File: config.mk
export PLATFORM = sky130hd
export DESIGN_NAME = amms_ctrl
export DESIGN_NICKNAME = d
export VERILOG_FILES = /design/src/sv/amms_pkg.sv /design/src/sv/amms_ctrl.sv
export SDC_FILE = /design/constraint.sdc
export NUM_CORES = 1
export LEC_CHECK = 0
export ABC_CLOCK_PERIOD_IN_PS = 3150
export BUFFER_PORTS_ARGS = -buffer_cell sky130_fd_sc_hd__buf_2
export CAP_MARGIN = 5
export CORE_MARGIN = 2
export CORE_UTILIZATION = 45
export CTS_BUF_LIST = sky130_fd_sc_hd__clkbuf_4
export CTS_CLUSTER_SIZE = 20
export DETAILED_ROUTE_END_ITERATION = 6
export PLACE_DENSITY = 0.8
export SLEW_MARGIN = 30
export SYNTH_ARGS = -nofsm -noshare
export SYNTH_HDL_FRONTEND = slang
export SYNTH_SLANG_ARGS = --single-unit
File: constraint.sdc
create_clock -name clk_i -period 3.15 [get_ports clk_i]
set_input_delay 0.63 -clock clk_i [delete_from_list [all_inputs] [get_ports clk_i]]
set_output_delay 0.63 -clock clk_i [all_outputs]
set_load 0.01 [all_outputs]
File: src/sv/amms_pkg.sv
// shared types, codes, field layout and mask helpers of the adjacency matrix unit
`default_nettype none
package amms_pkg;

  localparam int MAX_VERTS = 32;
  localparam int VW = $clog2(MAX_VERTS);
  localparam int CW = $clog2(MAX_VERTS + 1);

  typedef logic [MAX_VERTS-1:0] row_t;
  typedef logic [VW-1:0]        vidx_t;
  typedef logic [CW-1:0]        cnt_t;

  // transaction field widths
  localparam int MODE_W = 3;
  localparam int VTX_W  = 5;
  localparam int BITS_W = 32;
  localparam int NCNT_W = 6;
  localparam int STAT_W = 2;
  localparam int OCNT_W = 6;
  localparam int ADD_W  = 5;

  // input tdata layout
  localparam int MODE_LSB = 0;
  localparam int VA_LSB   = MODE_LSB + MODE_W;
  localparam int VB_LSB   = VA_LSB + VTX_W;
  localparam int BITS_LSB = VB_LSB + VTX_W;
  localparam int NCNT_LSB = BITS_LSB + BITS_W;
  localparam int IN_W     = ((NCNT_LSB + NCNT_W + 7) / 8) * 8;

  // output tdata layout
  localparam int STAT_LSB = 0;
  localparam int ROW_LSB  = STAT_LSB + STAT_W;
  localparam int OCNT_LSB = ROW_LSB + BITS_W;
  localparam int ADD_LSB  = OCNT_LSB + OCNT_W;
  localparam int OUT_W    = ((ADD_LSB + ADD_W + 7) / 8) * 8;

  localparam logic [MODE_W-1:0] MODE_LOAD   = 3'd0;
  localparam logic [MODE_W-1:0] MODE_SETCNT = 3'd1;
  localparam logic [MODE_W-1:0] MODE_READ   = 3'd2;
  localparam logic [MODE_W-1:0] MODE_IDENT  = 3'd3;
  localparam logic [MODE_W-1:0] MODE_CONTR  = 3'd4;
  localparam logic [MODE_W-1:0] MODE_SPLIT  = 3'd5;

  localparam logic [STAT_W-1:0] ST_OK   = 2'd0;
  localparam logic [STAT_W-1:0] ST_BAD  = 2'd1;
  localparam logic [STAT_W-1:0] ST_EDGE = 2'd2;
  localparam logic [STAT_W-1:0] ST_FULL = 2'd3;

  localparam logic [1:0] CELL_NONE  = 2'd0;
  localparam logic [1:0] CELL_LOAD  = 2'd1;
  localparam logic [1:0] CELL_MERGE = 2'd2;
  localparam logic [1:0] CELL_SPLIT = 2'd3;

  typedef struct packed {
    logic [1:0] op;
    vidx_t      idx;
    vidx_t      keep;
    vidx_t      rem;
    cnt_t       cnt;
    row_t       rvec;
  } cell_cmd_t;

  function automatic row_t low_mask(cnt_t k);
    row_t m;
    for (int j = 0; j < MAX_VERTS; j++) begin
      m[j] = (j < int'(k));
    end
    return m;
  endfunction

  function automatic row_t one_hot(cnt_t k);
    row_t m;
    for (int j = 0; j < MAX_VERTS; j++) begin
      m[j] = (j == int'(k));
    end
    return m;
  endfunction

endpackage
`default_nettype wire

File: src/sv/amms_ctrl.sv
// sequencer: checks, row fetch, cell command, vertex count and output register
`default_nettype none
module amms_ctrl (
  input  wire logic                       clk_i,
  input  wire logic                       rst_ni,
  input  wire logic                       s_tvalid_i,
  output      logic                       s_tready_o,
  input  wire logic [amms_pkg::IN_W-1:0]  s_tdata_i,
  output      logic                       m_tvalid_o,
  input  wire logic                       m_tready_i,
  output      logic [amms_pkg::OUT_W-1:0] m_tdata_o,
  output      amms_pkg::vidx_t            sel_idx_o,
  input  wire amms_pkg::row_t             sel_row_i,
  output      amms_pkg::cell_cmd_t        cmd_o
);
  import amms_pkg::*;

  localparam logic [2:0] S_IDLE  = 3'd0;
  localparam logic [2:0] S_CHK   = 3'd1;
  localparam logic [2:0] S_FETCH = 3'd2;
  localparam logic [2:0] S_EXEC  = 3'd3;
  localparam logic [2:0] S_RESP  = 3'd4;

  logic [2:0]        state_q, state_d;
  cnt_t              n_q, n_d;
  logic              m_valid_q, m_valid_d;

  logic [MODE_W-1:0] mode_q, mode_d;
  vidx_t             va_q, va_d, vb_q, vb_d, keep_q, keep_d, rem_q, rem_d;
  logic [BITS_W-1:0] bits_q, bits_d, row_out_q, row_out_d;
  logic [NCNT_W-1:0] ncnt_q, ncnt_d;
  row_t              rvec_q, rvec_d;
  logic [1:0]        exec_op_q, exec_op_d;
  logic [STAT_W-1:0] status_q, status_d;
  vidx_t             added_q, added_d;
  logic [OUT_W-1:0]  m_data_q, m_data_d;

  cnt_t va_c, vb_c;
  logic bad_pair;

  always_comb begin
    va_c     = cnt_t'(va_q);
    vb_c     = cnt_t'(vb_q);
    bad_pair = (va_q == vb_q) || (va_c >= n_q) || (vb_c >= n_q);

    state_d   = state_q;
    n_d       = n_q;
    m_valid_d = m_valid_q;
    mode_d    = mode_q;
    va_d      = va_q;
    vb_d      = vb_q;
    bits_d    = bits_q;
    ncnt_d    = ncnt_q;
    keep_d    = keep_q;
    rem_d     = rem_q;
    rvec_d    = rvec_q;
    exec_op_d = exec_op_q;
    status_d  = status_q;
    row_out_d = row_out_q;
    added_d   = added_q;
    m_data_d  = m_data_q;

    if (m_tready_i) begin
      m_valid_d = 1'b0;
    end

    case (state_q)
      S_IDLE: begin
        if (s_tvalid_i) begin
          mode_d  = s_tdata_i[MODE_LSB +: MODE_W];
          va_d    = s_tdata_i[VA_LSB +: VTX_W];
          vb_d    = s_tdata_i[VB_LSB +: VTX_W];
          bits_d  = s_tdata_i[BITS_LSB +: BITS_W];
          ncnt_d  = s_tdata_i[NCNT_LSB +: NCNT_W];
          state_d = S_CHK;
        end
      end
      S_CHK: begin
        status_d  = ST_OK;
        row_out_d = '0;
        added_d   = '0;
        exec_op_d = CELL_NONE;
        rvec_d    = sel_row_i;
        keep_d    = (va_q < vb_q) ? va_q : vb_q;
        rem_d     = (va_q < vb_q) ? vb_q : va_q;
        state_d   = S_RESP;
        case (mode_q)
          MODE_LOAD: begin
            if (va_c < cnt_t'(MAX_VERTS)) begin
              exec_op_d = CELL_LOAD;
              rvec_d    = row_t'(bits_q);
              state_d   = S_EXEC;
            end else begin
              status_d = ST_BAD;
            end
          end
          MODE_SETCNT: begin
            n_d = (ncnt_q > NCNT_W'(MAX_VERTS)) ? cnt_t'(MAX_VERTS) : cnt_t'(ncnt_q);
          end
          MODE_READ: begin
            if (va_c < cnt_t'(MAX_VERTS)) begin
              row_out_d = BITS_W'(sel_row_i);
            end else begin
              status_d = ST_BAD;
            end
          end
          MODE_IDENT, MODE_CONTR: begin
            if (bad_pair) begin
              status_d = ST_BAD;
            end else if (mode_q == MODE_CONTR && !sel_row_i[vb_q]) begin
              status_d = ST_EDGE;
            end else begin
              exec_op_d = CELL_MERGE;
              state_d   = S_FETCH;
            end
          end
          MODE_SPLIT: begin
            if (va_c >= n_q) begin
              status_d = ST_BAD;
            end else if (n_q >= cnt_t'(MAX_VERTS)) begin
              status_d = ST_FULL;
            end else begin
              exec_op_d = CELL_SPLIT;
              added_d   = n_q[VW-1:0];
              state_d   = S_EXEC;
            end
          end
          default: begin
            status_d = ST_OK;
          end
        endcase
      end
      S_FETCH: begin
        rvec_d  = sel_row_i;
        state_d = S_EXEC;
      end
      S_EXEC: begin
        if (exec_op_q == CELL_MERGE) begin
          n_d = n_q - cnt_t'(1);
        end else if (exec_op_q == CELL_SPLIT) begin
          n_d = n_q + cnt_t'(1);
        end
        state_d = S_RESP;
      end
      S_RESP: begin
        if (!m_valid_q || m_tready_i) begin
          m_valid_d                       = 1'b1;
          m_data_d                        = '0;
          m_data_d[STAT_LSB +: STAT_W]    = status_q;
          m_data_d[ROW_LSB +: BITS_W]     = row_out_q;
          m_data_d[OCNT_LSB +: OCNT_W]    = OCNT_W'(n_q);
          m_data_d[ADD_LSB +: ADD_W]      = ADD_W'(added_q);
          state_d                         = S_IDLE;
        end
      end
      default: begin
        state_d = S_IDLE;
      end
    endcase
  end

  always_ff @(posedge clk_i or negedge rst_ni) begin
    if (!rst_ni) begin
      state_q   <= S_IDLE;
      n_q       <= '0;
      m_valid_q <= 1'b0;
      exec_op_q <= CELL_NONE;
    end else begin
      state_q   <= state_d;
      n_q       <= n_d;
      m_valid_q <= m_valid_d;
      exec_op_q <= exec_op_d;
    end
  end

  always_ff @(posedge clk_i) begin
    mode_q    <= mode_d;
    va_q      <= va_d;
    vb_q      <= vb_d;
    bits_q    <= bits_d;
    ncnt_q    <= ncnt_d;
    keep_q    <= keep_d;
    rem_q     <= rem_d;
    rvec_q    <= rvec_d;
    status_q  <= status_d;
    row_out_q <= row_out_d;
    added_q   <= added_d;
    m_data_q  <= m_data_d;
  end

  assign s_tready_o = (state_q == S_IDLE);
  assign m_tvalid_o = m_valid_q;
  assign m_tdata_o  = m_data_q;
  assign sel_idx_o  = (state_q == S_FETCH) ? rem_q : va_q;

  always_comb begin
    cmd_o      = '0;
    cmd_o.op   = (state_q == S_EXEC) ? exec_op_q : CELL_NONE;
    cmd_o.idx  = va_q;
    cmd_o.keep = keep_q;
    cmd_o.rem  = rem_q;
    cmd_o.cnt  = n_q;
    cmd_o.rvec = rvec_q;
  end

endmodule
`default_nettype wire

# ---- Yosys cells after proc, flatten, opt, wreduce, memory -nomap -nowiden
# Cells that the tools add are included.
dict set report word_totals {
  ff_bits 189
  in_bits 92
  output_inout_bits 110
  wordCells 91
}
dict set report op_classes {
  addsub 2
  n_lt_le_gt_ge 6
  n_eq_ne 16
  n_mux 34
  bitwise_logic 1
  reduce_logical 16
}
# operator count
set ops {}
lappend ops {{32-bit one-hot mux with 2 select lines} 1}
lappend ops {{32-bit two-way mux} 1}
lappend ops {{6-bit two-way mux} 4}
lappend ops {{2-bit two-way mux} 9}
lappend ops {{3-bit two-way mux} 6}
lappend ops {{5-bit two-way mux} 3}
lappend ops {{3-bit one-hot mux with 5 select lines} 1}
lappend ops {{3-bit by 2-bit equality test with 1-bit output (second input constant)} 4}
lappend ops {{5-bit by 6-bit greater-or-equal comparator with 1-bit output} 2}
lappend ops {{6-bit one-hot mux with 2 select lines} 1}
lappend ops {{3-bit equality test (second input constant)} 3}
lappend ops {{3-bit one-hot mux with 3 select lines} 1}
lappend ops {{6-bit by 1-bit adder with 6-bit output (second input constant)} 1}
lappend ops {{3-bit by 1-bit equality test with 1-bit output (second input constant)} 2}
lappend ops {{6-bit greater-or-equal comparator (second input constant)} 1}
lappend ops {{6-bit greater-than comparator (second input constant)} 1}
lappend ops {{3-bit logical NOT} 2}
lappend ops {{5-bit by 6-bit < comparator with 1-bit output (second input constant)} 1}
lappend ops {{2-bit one-hot mux with 3 select lines} 1}
lappend ops {{2-bit AND reduction} 3}
lappend ops {{6-bit by 1-bit subtractor with 6-bit output (second input constant)} 1}
lappend ops {{1-bit binary-select mux with 5-bit select} 1}
lappend ops {{5-bit equality test} 1}
lappend ops {{5-bit < comparator} 1}
lappend ops {{other kinds (14)} 23}

# ---- Depth between registers and ports, before layout
# Gate-level depths: netlist of the first run.
dict set report logic_depth {
  depth_word 8
  mapped_depth 10
  depth_no_buf 9
}

# ---- Least setup slack after synthesis of the first run
# No wires, ideal clock.
dict set report synth_timing {
  path_kind {reg-to-reg}
  start {register state_q[2]}
  end {register n_q[3]}
  setup_ps 129
  arrival_time_ps 2760
  required_ps 3021
  path_slack_ps 261
  stages_incl_launch_ff 8
  n_path_buf 2
  synth_period_minus_slack_ps 2889
  cell_sequence {dfrtp_1 -> or3b_1 -> clkbuf_1 -> inv_1 -> a31oi_2 -> buf_6 -> a311oi_1 -> a21oi_1}
}
dict set report synth_between {
  elab_chain_cells 3
  elab_cells_between_ends 7
  classes_between {eq/ne: 4; mux: 1; reduce/logical: 2}
}
# element line_no
set synth_lines {}
lappend synth_lines {{from (decl)} amms_ctrl.sv:24} ;# logic [2:0] state_q, state_d;
lappend synth_lines {{from (signal assigned)} amms_ctrl.sv:169} ;# state_q <= state_d;
lappend synth_lines {{3-bit by 2-bit equality test with 1-bit output / 3-bit by 1-bit equality test with 1-bit output (equally long branches)} amms_ctrl.sv:67} ;# case (state_q)
lappend synth_lines {{3-bit inequality test (no source line), or another cell as far along} -}
lappend synth_lines {{3-bit AND reduction (no source line)} -}
lappend synth_lines {{to (signal assigned)} amms_ctrl.sv:170} ;# n_q <= n_d;
lappend synth_lines {{to (decl)} amms_ctrl.sv:25} ;# cnt_t n_q, n_d;
# Parallel ways exist; a longest one is shown, timed or not.
# A chain may end at the register's enable or synchronous reset.

# ---- Worst setup path after layout of the first run
dict set report layout_timing {
  start {register vb_q[3]}
  end {register state_q[2]}
}
dict set report layout_between {
  elab_chain_cells 8
  elab_cells_between_ends 12
  classes_between {order compare: 1; eq/ne: 1; mux: 6; reduce/logical: 4}
}
# element line_no
set layout_lines {}
lappend layout_lines {{from (decl)} amms_ctrl.sv:29} ;# vidx_t va_q, va_d, vb_q, vb_d, keep_q, keep_d, rem_q, rem_d;
lappend layout_lines {{from (signal assigned)} amms_ctrl.sv:179} ;# vb_q <= vb_d;
lappend layout_lines {{1-bit binary-select mux with 5-bit select} amms_ctrl.sv:110} ;# end else if (mode_q == MODE_CONTR && !sel_row_i[vb_q]) begin
lappend layout_lines {{1-bit two-way mux (not written as such)} amms_ctrl.sv:110}
lappend layout_lines {{1-bit logical NOT} amms_ctrl.sv:110}
lappend layout_lines {{1-bit logical AND} amms_ctrl.sv:110}
lappend layout_lines {{3-bit two-way mux} amms_ctrl.sv:110}
lappend layout_lines {{3-bit two-way mux (*)} amms_ctrl.sv:108} ;# if (bad_pair) begin
lappend layout_lines {{3-bit one-hot mux with 3 select lines (*)} amms_ctrl.sv:87} ;# case (mode_q)
lappend layout_lines {{3-bit one-hot mux with 5 select lines (*)} amms_ctrl.sv:67}
# Mark *: on every way between the ends. The rest lies on a longest branch, timed or not. The select of a mux whose other input is x is not followed.

==> results of run 1 <==
## routing by layer
metal,vias up,track usage
met5,-,0
met4,0,0.0793
met3,21,0.0358
met2,159,0.287
met1,2223,0.243
li1,2225,-
## worst paths after layout
check                              start             to  depth (start not counted)
max                              vb_q[3]     state_q[2]                          8
min                        s_tdata_i[30]     bits_q[17]                          1
max reg2reg                      vb_q[3]     state_q[2]                          8
min reg2reg                row_out_q[28]  m_tdata_o[30]                          0
min in group asynchronous         rst_ni         n_q[0]                          2
max in group asynchronous         rst_ni         n_q[5]                          2
## area by class of cell
class,count,area [µm²]
fill,1407,7890
clock inverter,13,123
tap,225,282
timing repair buffer,202,1050
multi-input combinational,260,2050
sequential,189,5620
antenna,3,7.51
clock buffer,19,143
inverter,19,71.3
## flip-flops by register name (all words and copies together), names as in the netlist, 5 cells and up
signal and flops:
m_tdata_o 45, bits_q 32, added_q 5, vb_q 5, n_q 6, ncnt_q 6, rvec_q 32, keep_q 5
row_out_q 32, va_q 5, rem_q 5
## through the flow
| step | area (µm²) | util | total power, mW |
|---|---|---|---|
| floorplan | 7900 | - | 5.67 |
| global placement | 9060 | 0.526 | 6.57 |
| detailed placement | 9060 | 0.526 | 6.66 |
| CTS | 9340 | 0.542 | 7.90 |
| global route | 9340 | 0.542 | 8.28 |
| finish | 9340 | 0.542 | 7.81 |
## power by group through the flow
stage | clock, mW | combinational, mW | sequential [mW]
6_report | 1.24 | 2.34 | 4.23
5_1_grt | 1.38 | 2.58 | 4.32
4_1_cts | 1.28 | 2.38 | 4.23
3_5_place_dp | 0 | 2.37 | 4.29
3_3_place_gp | 0 | 2.31 | 4.26
2_1_floorplan | 0 | 1.24 | 4.43
## what timing repair did
item | CTS | global route
gates resized for setup | 0 | 0
hold buffers | 1 | 0
hold endpoints to repair | 12 | 0
## synth_stat cells (all sizes together) (2+ instances only)
master   instances  area, µm²
nand3            7       35.0
xnor2            2       17.5
a311oi           2       17.5
inv             19       71.3
nand2           33        124
o211ai           3       22.5
nand3b           2       15.0
edfxtp         177       5320
o311ai           2       17.5
and3             7       43.8
nor2b            7       43.8
dfrtp           12        300
nor3             7       35.0
clkbuf           9       33.8
mux2i            8       80.1
nand2b           3       18.8
o21ai           20        100
nor2            13       51.3
mux2            36        518
ha              19        238
buf             12        131
and2            37        234
a2bb2oi          2       17.5
a31oi            4       31.3
a21oi           16       80.1
o221ai           2       17.5
a211oi           3       22.5
mux4             4       90.1
nand4b           2       23.8
a21o             4       30.0
or2              2       12.5
## logic make-up (layout without fill, tap and decap cells)
family	count (synthesis)	count (layout)	share of synthesized area
AND/OR/NAND/NOR	125	125	0.0858
XOR/XNOR	3	3	0.00333
adder cells (fa/ha/maj)	20	20	0.0327
multiplexers	48	48	0.0872
other	1	6	0.000475
AO/OA/AOI/OAI	61	61	0.0488
flip-flops	189	189	0.712
buffers and inverters	40	253	0.0300
==> qor.yml, run 1 <==
worst_slew_margin_rel: 0.364
holdWs_ps: 228
nets: 801
slowest_stage: "edfxtp_1"
die-area_um2: 18600
htree_levels: 4
gp_congestion: 0.846
crit_buf_inv: 1
synthArstFlopShare: 0.0635
dr_wl_met3_um: 792
top_layer: "met4"
synth_cells: 487
grt_use_total: 0.181
avgRoutedWirePerCell_um: 17.7
setup_slack_ps: 582
worstSetupPathType: "flip-flop to flip-flop"
grt_max_degree: 46
setup_violations: 0
p_sw_mw: 2.56
die_h_um: 136
rsz0062_at_grt: "no"
crit_path_cell_trace: "inv_1, ha_1, and3_1, nand3_1, a21oi_1, o311ai_0, o2111a_1, a21oi_1"
port_buffers: 193
cts.sinks: 189
p_leak_nw: 3.89
clkSlewWorstSetupHoldPaths_ps: 140
synth_seq_cells: 189
clk_path_buf_depth: 2
final_max_slew_viol_count: 0
die_x_um: 136
hold_class: "input pin to flip-flop"
post-cts-setup-buffers: 0
synth_edf_count: 177
fin_crit_ps: 2570
pre_cts_ws_ps: 696
coreArea_um2: 17200
final_antenna_net_count: 0
p_int_mw: 5.24
final_cell_mix: "buf_2 (193), edfxtp_1 (177), and2_1 (35), nand2_1 (32), mux2_4 (30)"
cp.arrival_ps: 3000
worst_slew_pin_slew_ps: 951
end_kind: "flip-flop"
syn-cell-area_um2: 7890
firstDrtPassIters: 4
crit_top_cell: "a21oi_1"
seqPwrFrac: 0.541
clkPwrFrac: 0.159
p_comb_frac: 0.299
fin_worst_skew_ps: 18.6
dr_total_vias: 4628
cts_buffers: 17
grt_pass1_wl_um: 24600
avgViaCountPerCell: 4.98
grt_overflow_total: 0
fin_crit_sh: 0.815
antenna_found_initial: 3
dp_cells: 894
tritoncts: "built"
seq_area_frac_synth: 0.712
yosys_warnings: 0
dp_hpwl_um: 11700
critPathTopFamily: "compound AO/OA/AOI/OAI gates"
setup_tns_ps: 0
avgSynthCellArea_um2: 16.2
drtIter0Drc: 276
cp_max_fo: 10
fmax_mhz: 389
synth_cell_type_count: 51
cap_violations: 0
vdd_drop_max_mv: 0.400
swShare: 0.329
drive_gt1_frac: 0.402
area_growth_pct: 18.4
instances_no_fill: 930
clk_latency_ps: 560
wl_met1_um: 7220
first_global_vias: 4386
wl_um: 16400
start_kind: "flip-flop"
synth_flop_cell: "edfxtp_1"
status: "finished, final reports clean"
num_rows: 48
hold_viol: 0
layout_commonest_cell: "buf_2"
root_buffer: "clkbuf_4"
route.met2.wl_um: 8100
required_ps: 3590
crit_path_max_incr_delay_ps: 640
initial_core_util: 0.458
r2r_slack_ps: 580
power_density_nw_per_um2: 835
ios: 202
drc: 0
No activity file was read; power rests on OpenSTA's default activity.
==> run 2: changes to the inputs <==
Settings changed: ABC_CLOCK_PERIOD_IN_PS 3150 to 2500.
Clock period 3.15 ns to 2.5 ns, I/O delays scaled along.
==> run 2 against run 1 <==
Against the previous run:
- combinational power is 35% higher
- power rose by 27%
- non-clock buffer count is 9 higher
- critical path depth decreased by 1
- register-to-register slack got worse by 390 ps
==> qor.yml, run 2 (synthesized netlist as in run 1, its figures left out) <==
status: "finished, final reports clean"
largest_reg_flops: 45
fin_crit_ps: 2300
crit_end: "state_q[0]"
r2r_slack_ps: 200
die_h_um: 136
setup_violations: 0
grt_pass1_wl_um: 25900
r2r_end: "state_q[0]"
avgViaCountPerCell: 5.12
rr_worst_depth: 7
worstSetupPathType: "flip-flop to flip-flop"
post-cts-setup-buffers: 0
port_buffers: 193
reg2reg_from: "va_q[3]"
grt_use_total: 0.190
power_mw: 9.93
grt_overflow_total: 0
required_ps: 2970
dp_hpwl_um: 12100
end_kind: "flip-flop"
worst_slew_pin_slew_ps: 585
cts_buffers: 17
worst_slew_margin_rel: 0.608
first_global_vias: 4739
area_growth_pct: 19.7
rsz0062_at_grt: "no"
cts.sinks: 189
crit_path_max_incr_delay_ps: 530
regArea_um2: 5620
antenna_found_initial: 2
hold_viol: 0
crit_start: "va_q[3]"
layout_commonest_cell: "buf_2"
tritoncts: "built"
htree_levels: 4
drtIter0Drc: 310
gp_congestion: 0.861
dr_total_vias: 4802
p_leak_nw: 3.93
setup_tns_ps: 0
final_max_slew_viol_count: 0
setup_slack_ps: 195
final_cell_mix: "buf_2 (193), edfxtp_1 (177), and2_1 (35), nand2_1 (32), mux2_4 (30)"
dp_cells: 903
ios: 202
pre_cts_ws_ps: 177
cp.arrival_ps: 2780
multi_input_area_um2: 2050
fmax_mhz: 434
cp.depth: 7
start_kind: "flip-flop"
fin_worst_skew_ps: 16.2
clkSlewWorstSetupHoldPaths_ps: 150
die_x_um: 136
num_rows: 48
wl_um: 17000
cap_violations: 0
slowest_stage: "edfxtp_1"
crit_buf_inv: 0
coreArea_um2: 17200
die-area_um2: 18600
root_buffer: "clkbuf_4"
instances_no_fill: 938
drc: 0
critPathTopFamily: "compound AO/OA/AOI/OAI gates"
vdd_drop_max_mv: 0.766
nFillCells: 1416
firstDrtPassIters: 5
avgRoutedWirePerCell_um: 18.1
final_antenna_net_count: 0
nets: 810
drive_gt1_frac: 0.408
clk_path_buf_depth: 2
initial_core_util: 0.458
power_density_nw_per_um2: 1050
cp_max_fo: 6
hold_class: "input pin to flip-flop"
crit_path_cell_trace: "ha_1, a21o_1, a21oi_1, o21ai_1, nand4b_2, a211o_1, a221oi_1"
clk_latency_ps: 560
fin_crit_sh: 0.922
grt_max_degree: 43
run 2: metrics by stage:
stage,hold WS (ps),instance area [µm²],utilization
floorplan,204,7900,-
global placement,395,9180,0.533
detailed placement,401,9180,0.533
CTS,38.6,9440,0.548
global route,29.7,9450,0.548
finish,92.3,9450,0.548
run 2: area by class of cell:
cell class,instances,area share
Sequential cell,189,0.595
Multi-Input combinational cell,260,0.218
Timing Repair Buffer,211,0.123
Tap cell,225,0.0298
Clock buffer,23,0.0183
Clock inverter,9,0.00795
Inverter,19,0.00795
Antenna cell,2,0.000530
run 2: per-layer routing:
layer	share of wire	track usage	up-vias	wire, µm
met5	0	0	-	0
met4	0.020	0.0706	0	342
met1	0.43	0.249	2341	7240
li1	-	-	2249	-
met2	0.50	0.314	189	8450
met3	0.057	0.0403	23	961
run 2: worst min-delay path by stage:
stage	from	slack, ps	end	depth (start not counted)
floorplan	rst_ni	200	exec_op_q[0]	0
global placement	rst_ni	390	n_q[1]	1
detailed placement	rst_ni	400	n_q[0]	1
CTS	s_tdata_i[30]	40	bits_q[17]	1
global route	s_tdata_i[0]	30	mode_q[0]	1
finish	s_tdata_i[30]	90	bits_q[17]	1
run 2: repair_timing:
| item | CTS | global route |
|---|---|---|
| setup endpoints to repair | 0 | 2 |
| endpoints found under the hold margin | 12 | 0 |
| hold buffers | 1 | 0 |
| gates resized for setup | 0 | 1 |
run 2: power by group:
| part | leakage, nW | switching (mW) | internal, mW |
|---|---|---|---|
| clock | 0.139 | 0.961 | 0.551 |
| sequential | 1.82 | 0.406 | 4.86 |
| combinational | 1.97 | 1.91 | 1.25 |
| total | 3.93 | 3.28 | 6.66 |
==> run 3: changes to the inputs <==
Settings changed: CORE_UTILIZATION 45 to 30, PLACE_DENSITY 0.8 to 0.6.
==> run 3 against run 2 <==
Against the previous run:
- core utilization fell by 17 points
- die area rose by 48%
- clock skew rose by 17 ps
- flip-flop and latch count did not move
==> qor.yml, run 3 (synthesized netlist as in run 1, its figures left out) <==
area_growth_pct: 22.8
vdd_drop_max_mv: 0.499
slowest_stage: "edfxtp_1"
avgViaCountPerCell: 4.46
p_leak_nw: 3.98
required_ps: 2910
die_x_um: 166
cp_max_fo: 7
clkSlewWorstSetupHoldPaths_ps: 180
antenna_found_initial: 1
final_cell_mix: "buf_2 (193), edfxtp_1 (177), and2_1 (35), nand2_1 (32), mux2_4 (30)"
min-delay-start: "s_tdata_i[47]"
fin_crit_sh: 0.938
final_max_slew_viol_count: 0
end_kind: "flip-flop"
ios: 202
worst_slew_pin_slew_ps: 596
clk_path_buf_depth: 2
status: "finished, final reports clean"
drc: 0
port_buffers: 193
gp_congestion: 0.792
initial_core_util: 0.305
num_rows: 59
swShare: 0.345
rsz0062_at_grt: "no"
nets: 812
reg2reg_from: "vb_q[1]"
fmax_mhz: 426
power_density_nw_per_um2: 1070
dr_total_vias: 4678
cts.sinks: 189
p_int_mw: 6.79
cp.arrival_ps: 2760
htree_levels: 4
grt_max_degree: 51
first_global_vias: 4724
cts_buffers: 17
p_comb_frac: 0.313
seqPwrFrac: 0.508
clk_latency_ps: 560
start_kind: "flip-flop"
coreArea_um2: 25900
crit_path_max_incr_delay_ps: 560
grt_use_total: 0.139
clkPwrFrac: 0.179
crit_buf_inv: 1
firstDrtPassIters: 5
tritoncts: "built"
die_h_um: 166
setup_tns_ps: 0
grt_pass1_wl_um: 28600
place_area_um2: 9350
critPathTopFamily: "compound AO/OA/AOI/OAI gates"
crit_path_cell_trace: "buf_4, ha_1, nand2_1, o21ai_0, and4b_1, o311ai_0, o2111a_1, a21oi_1"
hold_viol: 0
worstSetupPathType: "flip-flop to flip-flop"
grt_overflow_total: 0
cap_violations: 0
die-area_um2: 27600
avgRoutedWirePerCell_um: 18.2
dp_hpwl_um: 13500
setup_violations: 0
fin_worst_skew_ps: 33.0
fin_crit_ps: 2340
largest_reg_flops: 45
root_buffer: "clkbuf_4"
r2r_slack_ps: 160
post-cts-setup-buffers: 0
worst_slew_margin_rel: 0.601
fin_area_um2: 9690
hold_class: "input pin to flip-flop"
p_sw_mw: 3.58
drive_gt1_frac: 0.417
wl_um: 19100
final_antenna_net_count: 0
crit_start: "vb_q[1]"
layout_commonest_cell: "buf_2"
drtIter0Drc: 259
==> run 3: metrics by stage <==
stage,hold slack [ps],power (mW),utilization,std cells,setup slack [ps]
2_1_floorplan,204,7.14,-,489,28.0
3_3_place_gp,400,8.59,0.361,1015,218
3_5_place_dp,399,8.69,0.361,1015,210
4_1_cts,19.4,10.6,0.374,1048,142
5_1_grt,0.597,11.0,0.374,1049,27.3
6_report,99.3,10.4,0.374,1049,155
==> run 3: final cells by class <==
type                       count  area (µm²)
antenna                        1        2.50
clock buffer                  17         128
fill                        2506       16200
tap                          335         419
multi-input combinational    260        2050
inverter                      19        75.1
sequential                   189        5620
clock inverter                15         203
timing repair buffer         213        1190
==> run 3: metal layers <==
metal	vias to the layer above	part of all wire	track usage
met5	-	0	0
met1	2266	0.47	0.190
met3	13	0.039	0.0279
li1	2255	-	-
met4	0	0.011	0.0435
met2	144	0.48	0.222
==> run 3: worst reg2reg max path: stages (launching register included) <==
cell and delay [ps]:
edfxtp_1 560, buf_4 210, ha_1 270, nand2_1 60, o21ai_0 90, and4b_1 210
o311ai_0 460, o2111a_1 260, a21oi_1 80
==> run 3: path summary, 6_finish.rpt <==
| path | endpoint | depth (start not counted) |
|---|---|---|
| min reg2reg | m_tdata_o[9] | 0 |
| max reg2reg | state_q[2] | 8 |
| min | ncnt_q[2] | 1 |
| max in group asynchronous | exec_op_q[1] | 2 |
| min in group asynchronous | n_q[1] | 2 |
| max | state_q[2] | 8 |
==> run 3: power by group through the flow <==
stage,Clock [mW],Sequential [mW],Combinational [mW]
floorplan,0,5.57,1.58
global placement,0,5.32,3.27
detailed placement,0,5.36,3.33
CTS,1.94,5.28,3.34
global route,2.06,5.39,3.58
finish,1.85,5.27,3.24
==> run 3: timing repair <==
action	4_1_cts	5_1_grt
resized for setup	0	1
hold buffers	1	0
endpoints found under the hold margin	12	0
endpoints found under the setup margin	0	1
